### src/hdl/cit_pkg.sv
`timescale 1ns / 1ps
`default_nettype none
package cit_pkg;
  localparam int unsigned SCORE_MAX = 65535;
  localparam logic [17:0] TERM_NUM = 18'd131072;

  localparam logic [1:0] RK_OBS   = 2'd0;
  localparam logic [1:0] RK_ENTRY = 2'd1;
  localparam logic [1:0] RK_EMPTY = 2'd2;

  localparam logic [1:0] CFG_NEAR  = 2'd0;
  localparam logic [1:0] CFG_TIGHT = 2'd1;
  localparam logic [1:0] CFG_CROWD = 2'd2;
  localparam logic [1:0] CFG_COLOR = 2'd3;

  typedef enum logic [3:0] {
    ST_IDLE,
    ST_SC_RD,   // read entry for crowding pass
    ST_SC_SQ,   // start square root
    ST_SC_WSQ,  // wait square root
    ST_SC_WDV,  // wait divider
    ST_MT_RD,   // read entry for match pass
    ST_MT_CHK,  // compare and overwrite
    ST_APPEND,
    ST_OBS_OUT,
    ST_CP_RD,   // compaction read
    ST_CP_WR,
    ST_LS_RD,   // listing read
    ST_LS_OUT,
    ST_EMPTY_OUT
  } state_t;

  typedef struct packed {
    logic [15:0] x;
    logic [15:0] y;
    logic [15:0] z;
    logic [11:0] r;
    logic [11:0] g;
    logic [11:0] b;
    logic [15:0] ident;
  } entry_t;
endpackage
`default_nettype wire

### src/hdl/cit_seq_unit.sv
`timescale 1ns / 1ps
`default_nettype none
// Shared bit-serial unit: square root of a 33-bit value (two bits per step) or
// restoring division of TERM_NUM by a 17-bit divisor (one bit per step).
module cit_seq_unit (
  input  wire logic        clk,
  input  wire logic        rst_n,
  input  wire logic        start_sqrt,
  input  wire logic        start_div,
  input  wire logic [32:0] operand,
  output logic             busy,
  output logic [17:0]      result
);
  localparam logic [17:0] TERM_NUM_EXT = cit_pkg::TERM_NUM;

  logic [33:0] rem_r, rem_nxt;
  logic [33:0] val_r, val_nxt;
  logic [17:0] res_r, res_nxt;
  logic [16:0] dvs_r, dvs_nxt;
  logic [4:0]  cnt_r, cnt_nxt;
  logic        mode_r, mode_nxt;
  logic        busy_r, busy_nxt;
  logic [35:0] trial;
  logic [18:0] dtrial;
  logic [35:0] rem_sh;
  logic [18:0] drem;

  always_comb begin
    rem_nxt = rem_r; val_nxt = val_r; res_nxt = res_r; dvs_nxt = dvs_r;
    cnt_nxt = cnt_r; mode_nxt = mode_r; busy_nxt = busy_r;
    rem_sh = {rem_r, val_r[33:32]};
    trial = rem_sh - {16'd0, res_r, 2'b01};
    drem = {rem_r[17:0], val_r[33]};
    dtrial = drem - {2'b00, dvs_r};
    if (start_sqrt) begin
      val_nxt = {1'b0, operand}; rem_nxt = '0; res_nxt = '0;
      cnt_nxt = 5'd17; mode_nxt = 1'b0; busy_nxt = 1'b1;
    end else if (start_div) begin
      val_nxt = {TERM_NUM_EXT, 16'd0}; rem_nxt = '0; res_nxt = '0;
      dvs_nxt = operand[16:0]; cnt_nxt = 5'd18; mode_nxt = 1'b1; busy_nxt = 1'b1;
    end else if (busy_r) begin
      if (!mode_r) begin
        val_nxt = {val_r[31:0], 2'b00};
        if (!trial[35]) begin
          rem_nxt = trial[33:0]; res_nxt = {res_r[16:0], 1'b1};
        end else begin
          rem_nxt = rem_sh[33:0]; res_nxt = {res_r[16:0], 1'b0};
        end
      end else begin
        val_nxt = {val_r[32:0], 1'b0};
        if (!dtrial[18]) begin
          rem_nxt = {16'd0, dtrial[17:0]}; res_nxt = {res_r[16:0], 1'b1};
        end else begin
          rem_nxt = {15'd0, drem}; res_nxt = {res_r[16:0], 1'b0};
        end
      end
      cnt_nxt = cnt_r - 5'd1;
      if (cnt_r == 5'd1) busy_nxt = 1'b0;
    end
  end

  always_ff @(posedge clk) begin
    if (!rst_n) begin
      busy_r <= 1'b0;
      cnt_r  <= '0;
    end else begin
      busy_r <= busy_nxt;
      cnt_r  <= cnt_nxt;
    end
    rem_r <= rem_nxt; val_r <= val_nxt; res_r <= res_nxt;
    dvs_r <= dvs_nxt; mode_r <= mode_nxt;
  end

  assign busy = busy_r;
  assign result = res_r;
endmodule
`default_nettype wire

### config.mk
export PLATFORM = sky130hd
export DESIGN_NAME = cit_seq_unit
export DESIGN_NICKNAME = d
export VERILOG_FILES = /design/src/hdl/cit_pkg.sv /design/src/hdl/cit_seq_unit.sv
export SDC_FILE = /design/constraint.sdc
export NUM_CORES = 1
export LEC_CHECK = 0
export ABC_CLOCK_PERIOD_IN_PS = 9750
export BUFFER_PORTS_ARGS = -buffer_cell sky130_fd_sc_hd__buf_4
export CAP_MARGIN = 20
export CELL_PAD_IN_SITES_DETAIL_PLACEMENT = 0
export CELL_PAD_IN_SITES_GLOBAL_PLACEMENT = 2
export CORE_MARGIN = 2
export CORE_UTILIZATION = 35
export CTS_CLUSTER_DIAMETER = 40
export DETAILED_ROUTE_END_ITERATION = 12
export PLACE_DENSITY_LB_ADDON = 0.1
export SKIP_LAST_GASP = 1
export SLEW_MARGIN = 0
export SYNTH_ARGS = -nofsm -noshare
export SYNTH_HDL_FRONTEND = slang
export SYNTH_SLANG_ARGS = --single-unit
export TNS_END_PERCENT = 5
### constraint.sdc
create_clock -name clk -period 9.75 [get_ports clk]
set_clock_uncertainty 0.15 [all_clocks]
set_input_delay 0.975 -clock clk [delete_from_list [all_inputs] [get_ports clk]]
set_output_delay 0.975 -clock clk [all_outputs]
set_load 0.01 [all_outputs]
==> impl_metrics.tcl, run 1 <==
set metrics [dict create \
    status "finished, final reports clean" \
    drive_gt1_frac 0.115 \
    layoutNonFillerInstCount 1072 \
    ys_top_cells_by_count "80 x nand2_1, 62 x mux2i_1, 60 x dfxtp_1" \
    grt.met1_usage 0.239 \
    multi_input_area_um2 3890 \
    track_usage 0.164 \
    synth_top_area_share 0.216 \
    synth-seq-cells 110 \
    min_period_over_period 0.455 \
    first_global_vias 5368 \
    syn_inst 766 \
    min_period_ns 4.43 \
    combPwrFrac 0.506 \
    peakVddDrop_mv 0.208 \
    power.total_mw 2.01 \
    io_buffers 55 \
    maxCapViolCount 0 \
    hold_slack_ns 0.317 \
    worst_slack_ns 5.32 \
    grt_antenna_before_repair 0 \
    synth_fp_nets 843 \
    arrival_ns 4.53 \
    p_sw_frac 0.409 \
    fin_area_um2 7920 \
    post-dp-hpwl_um 12200 \
    start_util 0.357 \
    clock-sinks 110 \
    powerDensity_nw_per_um2 254 \
    drtIter0Drc 243 \
    cp_max_fo 31 \
    finalWeightedCongestion 0.799 \
    grt_use_met3 0.0226 \
    fmax_ghz 0.226 \
    cts_resized 0 \
    rsz0062_at_grt "false" \
    synth_edf_count 50 \
    critPathRequiredTime_ns 9.85 \
    worst_pin_slew_ns 0.981 \
    clockBufferDepth 2 \
    clkLatencyLatePin_ns 0.35 \
    clkTransAtPathRegs_ns 0.08 \
    synth_top_flop_cell "dfxtp_1" \
    finalSetupTns_ns 0 \
    critPathKind "reg -> reg" \
    core_area_um2 19500 \
    via_per_inst 5.13 \
    cp-start-kind "flip-flop" \
    place_ws_ns 5.30 \
    routedWlPerCell_um 15.7 \
    internal-power_mw 1.19 \
    grt_pass1_wl_um 28300 \
    yosysMostFrequentCell "nand2_1" \
    num_antenna_cells 0 \
    synth_cell_type_count 69 \
    synthTopCellsByArea "edfxtp_1 22%, dfxtp_1 17%, mux2i_1 8.9%, ha_1 7.0%, nand2_1 4.3%" \
    dp.cells 1056 \
    rows 51 \
    final_util 0.407 \
    grt-busiest-layer "met2" \
    grt_remaining_overflow 0 \
    slew_headroom 0.346 \
    die_y_um 145 \
    synth_area_per_cell_um2 9.08 \
    grt_max_degree 53 \
    register_area_um2 2710 \
    die_w_um 145 \
    async_flop_share 0 \
    p_leak_nw 3.21 \
    wirelength_um 16800 \
    io_pins 56 \
    firstDrtPassIters 4 \
    final_hold_viol_count 0 \
    yosysSeqAreaShare 0.389 \
    cts.hold.buffers_added 0 \
    synth_top_area_cell "edfxtp_1" \
    layout.nets 879 \
    route.vias.total 5503 \
    met2_usage 0.254 \
    fillers 1970 \
    p_switching_mw 0.821 \
    placed_area_um2 7590 \
    clock-root-buffer "clkbuf_16" \
    report.final.slew_viol_count 0 \
    ant_nets 0 \
    worst_hold_path_type "reg -> reg" \
    die_area_um2 21000 \
    cts_tree "built" \
    cts_buffers 9 \
    ys_warn_count 0 \
    clockPowerShare 0.207 \
    drcViolationCount 0 \
    seq_power_share 0.287 \
    setup_viol 0 \
    syn_area_um2 6960 \
    htree_levels 3 \
    critPathCaptureType "flip-flop" \
    post-cts-setup-buffers 0 \
    area_growth_pct 13.8 \
]
-- registers in the layout (all words and copies together) (netlist names) --
signal / flops
mode_r: 1
rem_r: 34
dvs_r: 17
result: 18
cnt_r: 5
val_r: 34
busy: 1
-- cells by family (layout without fill, tap and decap cells) --
group / Yosys count / after routing / synth area share
simple gates: 217 / 217 / 0.152
compound gates: 198 / 198 / 0.180
flops: 110 / 110 / 0.389
buf+inv: 88 / 129 / 0.0516
mux: 66 / 66 / 0.0957
xor+xnor: 47 / 47 / 0.0592
fa+ha+maj: 40 / 40 / 0.0730
-- power groups by stage --
stage	Clock, mW	Combinational (mW)	Sequential [mW]
after floorplan	0	0.864	0.566
after global placement	0	1.01	0.587
after detailed placement	0	1.02	0.588
after CTS	0.430	1.03	0.578
after global routing	0.448	1.14	0.585
final	0.415	1.02	0.577
-- cell type report --
class | count | area share
clock buffers | 9 | 0.0284
repair buffers | 62 | 0.0588
multi-input cells | 568 | 0.492
inverters | 51 | 0.0242
flip-flops and latches | 110 | 0.342
clock inverters | 7 | 0.0131
well taps | 265 | 0.0419
-- worst max-delay path: stages (launching register included) --
cell       delay (ns)
dfxtp_1          0.39
inv_1            0.08
ha_1             0.22
fa_1             0.41
nor2b_1          0.15
o31ai_1          0.12
a2bb2oi_1        0.31
a21oi_1          0.17
o21ai_0          0.31
a31oi_1          0.17
o21ai_0          0.19
ha_1             0.81
o2111ai_1        0.31
xor2_1           0.19
nand2_1          0.06
a32o_1           0.28
-- per-layer routing --
layer | wire length [um] | share of wire | vias to the layer above
li1 | - | - | 2815
met4 | 171 | 0.010 | 0
met3 | 519 | 0.031 | 11
met1 | 8780 | 0.52 | 2597
met5 | 0 | 0 | -
met2 | 7370 | 0.44 | 80
-- cell usage in the layout (no fill, tap or decap), types with 3 or more instances in the layout --
cell type	Yosys	final
inv_6	0	3
xnor2_1	27	27
nand3b_1	4	4
clkbuf_16	0	9
ha_1	39	39
or3_1	3	3
a21o_1	4	4
nand3_1	14	14
a211oi_1	9	9
nand4_1	5	5
dfxtp_1	60	58
nand2b_1	10	10
buf_4	2	62
nand4b_1	3	3
nor4_1	5	5
a21oi_1	36	36
a211o_1	3	3
a21boi_0	3	3
a22o_1	6	6
and2_1	3	3
o21a_1	9	9
mux2_2	3	3
nor3_1	9	9
nor3b_1	4	4
mux2i_1	62	62
a31oi_1	7	7
nor2b_1	9	9
inv_1	51	51
o21ai_0	56	56
a32o_1	3	3
xor2_1	20	20
o221ai_1	3	3
o211ai_1	8	8
edfxtp_1	50	50
nor2_1	57	57
nand2_1	80	80
o21ai_1	27	27
-- final timing paths --
check / startpoint / to / slack [ns] / depth (start not counted)
worst max-delay path: val_r[33] / rem_r[17] / 5.32 / 15
worst min-delay path: rem_r[32] / rem_r[32] / 0.32 / 2
worst max register to register: val_r[33] / rem_r[17] / 5.32 / 15
worst min register to register: rem_r[32] / rem_r[32] / 0.32 / 2
Power figures use the tool's default switching activity.
==> run 2: changes to the inputs <==
Settings changed: ABC_CLOCK_PERIOD_IN_PS 9750 to 4650.
Clock period 9.75 ns to 4.65 ns, I/O delays scaled along.
==> run 2 against run 1 <==
Compared with the run above: sequential power up 110%; routed wire length up 1.5%; first-iteration DRC count up 6.2%; critical path depth unchanged.
==> impl_metrics.tcl, run 2 (synthesized netlist as in run 1, its figures left out) <==
set metrics [dict create \
    cp_max_fo 16 \
    wirelength_um 17100 \
    cts.hold.buffers_added 0 \
    fillers 1937 \
    p_switching_mw 1.75 \
    maxCapViolCount 0 \
    rrSetupSlack_ns 0.46 \
    grt_max_degree 44 \
    start_util 0.357 \
    routedWlPerCell_um 15.9 \
    post-dp-hpwl_um 12300 \
    critPathCaptureType "flip-flop" \
    htree_levels 3 \
    min_period_ns 4.19 \
    min_period_over_period 0.901 \
    worst_hold_path_type "in -> reg" \
    hold_slack_ns 0.138 \
    combPwrFrac 0.525 \
    ant_nets 0 \
    multi_input_area_um2 3890 \
    layout.nets 884 \
    slew_headroom 0.450 \
    clock-root-buffer "clkbuf_16" \
    finalWeightedCongestion 0.816 \
    cts_buffers 9 \
    reg2reg_depth 15 \
    status "finished, final reports clean" \
    rows 51 \
    io_buffers 55 \
    register_area_um2 2710 \
    clockBufferDepth 2 \
    final_util 0.407 \
    drcViolationCount 0 \
    setup_viol 0 \
    arrival_ns 4.30 \
    grt_pass1_wl_um 28400 \
    r2r_start "val_r[33]" \
    report.final.slew_viol_count 0 \
    most-common-layout-cells "80 x nand2_1, 67 x buf_4, 62 x mux2i_1" \
    internal-power_mw 2.44 \
    firstDrtPassIters 4 \
    clkLatencyLatePin_ns 0.36 \
    grt_antenna_before_repair 0 \
    clockPowerShare 0.186 \
    powerDensity_nw_per_um2 529 \
    cts_resized 0 \
    p_leak_nw 3.22 \
    worst_pin_slew_ns 0.822 \
    min_to "dvs_r[7]" \
    die_w_um 145 \
    route.vias.total 5522 \
    io_pins 56 \
    p_sw_frac 0.418 \
    fmax_ghz 0.239 \
    final_common_cell "nand2_1" \
    finalSetupTns_ns 0 \
    via_per_inst 5.13 \
    area_growth_pct 13.8 \
    final_hold_viol_count 0 \
    grt_remaining_overflow 0 \
    track_usage 0.164 \
    first_global_vias 5377 \
    holdPathStages 1 \
    drtIter0Drc 258 \
    cts_tree "built" \
    die_area_um2 21000 \
    critPathRequiredTime_ns 4.76 \
    num_antenna_cells 0 \
    clkTransAtPathRegs_ns 0.08 \
    seq_power_share 0.289 \
    worstHoldStart "operand[7]" \
    cp-start-kind "flip-flop" \
    clock-sinks 110 \
    die_y_um 145 \
    regToRegEndpoint "rem_r[10]" \
    drive_gt1_frac 0.119 \
    critPathKind "reg -> reg" \
    post-cts-setup-buffers 0 \
    core_area_um2 19500 \
    peakVddDrop_mv 0.402 \
    rsz0062_at_grt "false" \
]
[run 2: changes by cell type in the layout (fill, tap and decap cells not counted), sizes merged]
cell    before  now
buf         62   67
bufinv       2    0
inv         54   56
[run 2: power by group through the flow]
stage	clock (mW)	combinational [mW]	sequential, mW
after global placement	0	2.19	1.23
final	0.779	2.20	1.21
after global routing	0.848	2.45	1.23
after detailed placement	0	2.18	1.23
after CTS	0.810	2.20	1.21
after floorplan	0	1.81	1.19
[run 2: cell type report]
type	count	share of cell area
clock buffer	9	0.0285
tap	265	0.0419
inverter	51	0.0242
sequential	110	0.342
clock inverter	7	0.00806
timing repair buffer	67	0.0636
multi-input combinational	568	0.492
[run 2: metrics by stage]
stage | instance area, um2 | setup slack (ns) | std cells | power, mW
after floorplan | 6960 | 1.08 | 766 | 3.00
after global placement | 7620 | 0.593 | 1061 | 3.42
after detailed placement | 7620 | 0.520 | 1061 | 3.42
after CTS | 7910 | 0.489 | 1077 | 4.22
after global routing | 7910 | 0.119 | 1077 | 4.53
final | 7910 | 0.462 | 1077 | 4.19
[run 2: worst max path at each step]
stage                         start   endpoint
final                     val_r[33]  rem_r[10]
after detailed placement  val_r[33]  rem_r[10]
after CTS                 val_r[33]  rem_r[10]
after floorplan           val_r[33]   rem_r[0]
after global placement    val_r[33]  rem_r[10]
after global routing      val_r[33]  rem_r[10]
[run 2: layer usage]
metal	vias to the layer above	wire (um)	track usage
met1	2587	8860	0.238
li1	2832	-	-
met5	-	0	0
met3	14	551	0.0280
met2	89	7500	0.251
met4	0	187	0.0490
[run 2: critical path, stage by stage (launching register included)]
cell	delay [ns]
dfxtp_1	0.40
inv_1	0.09
ha_1	0.22
fa_1	0.40
nor2b_1	0.17
o31ai_1	0.13
a2bb2oi_1	0.31
a21oi_1	0.17
o21ai_0	0.32
a31oi_1	0.17
o21ai_0	0.19
ha_1	0.53
buf_4	0.32
nand2b_1	0.12
nand3_1	0.08
a32o_1	0.30
==> run 3: changes to the inputs <==
Settings changed: CTS_BUF_LIST set to sky130_fd_sc_hd__clkbuf_2, TNS_END_PERCENT 5 to 10.
==> run 3 against run 2 <==
Compared with the run above: non-clock buffer count grew 36; sequential power hardly changed; global-route usage increased by 0.11 points; cell area up 2.3%; hold slack lost 0.076 ns; critical path depth is the same; routed wire length rose by 0.15%; via count increased by 3.7%; setup slack got worse by 0.0048 ns; combinational power is essentially flat; final cell count is 3.4% higher; register-to-register slack about the same; critical path type unchanged; largest cell class unchanged.
==> impl_metrics.tcl, run 3 (synthesized netlist as in run 1, its figures left out) <==
set metrics [dict create \
    cp-startpoint "val_r[33]" \
    io_buffers 55 \
    grt_antenna_before_repair 1 \
    drtIter0Drc 280 \
    die_w_um 145 \
    critPathKind "reg -> reg" \
    cts_buffers 9 \
    die_area_um2 21000 \
    cts_tree "built" \
    reg2reg_depth 15 \
    drive_gt1_frac 0.114 \
    min_period_ns 4.19 \
    grt_max_degree 44 \
    grt_remaining_overflow 0 \
    r2r_start "val_r[33]" \
    fmax_ghz 0.239 \
    start_util 0.357 \
    slew_headroom 0.441 \
    worstHoldStart "start_sqrt" \
    post-cts-setup-buffers 0 \
    first_global_vias 5498 \
    holdPathStages 2 \
    io_pins 56 \
    track_usage 0.165 \
    via_per_inst 5.14 \
    rrSetupSlack_ns 0.46 \
    p_leak_nw 3.30 \
    grt_pass1_wl_um 28600 \
    crit_path_end "rem_r[10]" \
    clock-sinks 110 \
    status "finished, final reports clean" \
    worst_pin_slew_ns 0.835 \
    final_util 0.416 \
    area_growth_pct 16.4 \
    min_period_over_period 0.902 \
    setup_viol 0 \
    die_y_um 145 \
    clkTransAtPathRegs_ns 0.35 \
    powerDensity_nw_per_um2 480 \
    regToRegEndpoint "rem_r[10]" \
    routedWlPerCell_um 15.4 \
    ant_nets 0 \
    final_common_cell "nand2_1" \
    post-dp-hpwl_um 12300 \
    cp_max_fo 16 \
    maxCapViolCount 0 \
    rows 51 \
    cp-start-kind "flip-flop" \
    htree_levels 3 \
    layout.nets 920 \
    peakVddDrop_mv 0.398 \
    finalSetupTns_ns 0 \
    firstDrtPassIters 4 \
    report.final.slew_viol_count 0 \
    final_hold_viol_count 0 \
    rsz0062_at_grt "false" \
    finalWeightedCongestion 0.816 \
    clkLatencyLatePin_ns 0.65 \
    clock-root-buffer "clkbuf_2" \
    most-common-layout-cells "80 x nand2_1, 67 x buf_4, 62 x mux2i_1" \
    wirelength_um 17100 \
    route.vias.total 5727 \
    clockBufferDepth 2 \
    worst_hold_path_type "in -> reg" \
    critPathRequiredTime_ns 5.11 \
    core_area_um2 19500 \
    arrival_ns 4.65 \
    critPathCaptureType "flip-flop" \
    drcViolationCount 0 \
]
run 3: worst min path at each step:
stage | end | slack (ns)
final | mode_r | 0.06
after global routing | mode_r | 0.007
after CTS | mode_r | 0.002
after detailed placement | rem_r[32] | 0.29
after global placement | rem_r[32] | 0.30
after floorplan | rem_r[32] | 0.28
run 3: metal layers:
layer,vias to the layer above,wire (um),track usage
li1,2907,-,-
met1,2706,8790,0.236
met2,99,7600,0.260
met3,15,511,0.0261
met4,0,214,0.0450
met5,-,0,0
run 3: power by group:
group	total, mW	internal [mW]	switching, mW
combinational	2.22	0.972	1.25
clock	0.458	0.0881	0.370
sequential	1.21	1.11	0.104
total	3.89	2.17	1.72
run 3: stage by stage:
step           hold slack (ns)  cell area [um2]  worst slack (ns)  power (mW)  instances
2_1_floorplan            0.278             6960              1.08        3.00        766
3_3_place_gp             0.299             7620             0.593        3.42       1061
3_5_place_dp             0.293             7620             0.520        3.42       1061
4_1_cts                0.00228             8090             0.475        3.93       1113
5_1_grt                0.00743             8100             0.110        4.23       1114
6_report                0.0622             8100             0.458        3.89       1114
run 3: final cells by class:
cell class              count  area, um2
inverters                  51        191
clock buffers               9       45.0
repair buffers            103        863
well taps                 265        332
clock inverters             7       63.8
multi-input cells         568       3890
flip-flops and latches    110       2710
fillers                  1952      11400
diodes                      1       2.50
run 3: critical path, cell delays in order (launching register included):
cell	delay, ns
dfxtp_1	0.48
inv_1	0.09
ha_1	0.22
fa_1	0.40
nor2b_1	0.17
o31ai_1	0.13
a2bb2oi_1	0.32
a21oi_1	0.17
o21ai_0	0.32
a31oi_1	0.17
o21ai_0	0.19
ha_1	0.53
buf_4	0.32
nand2b_1	0.13
nand3_1	0.08
a32o_1	0.30
run 3: repair_timing:
action | CTS | global route
setup endpoints to repair | 0 | 0
hold buffers | 36 | 0
endpoints found under the hold margin | 58 | 0
gates resized for setup | 0 | 0
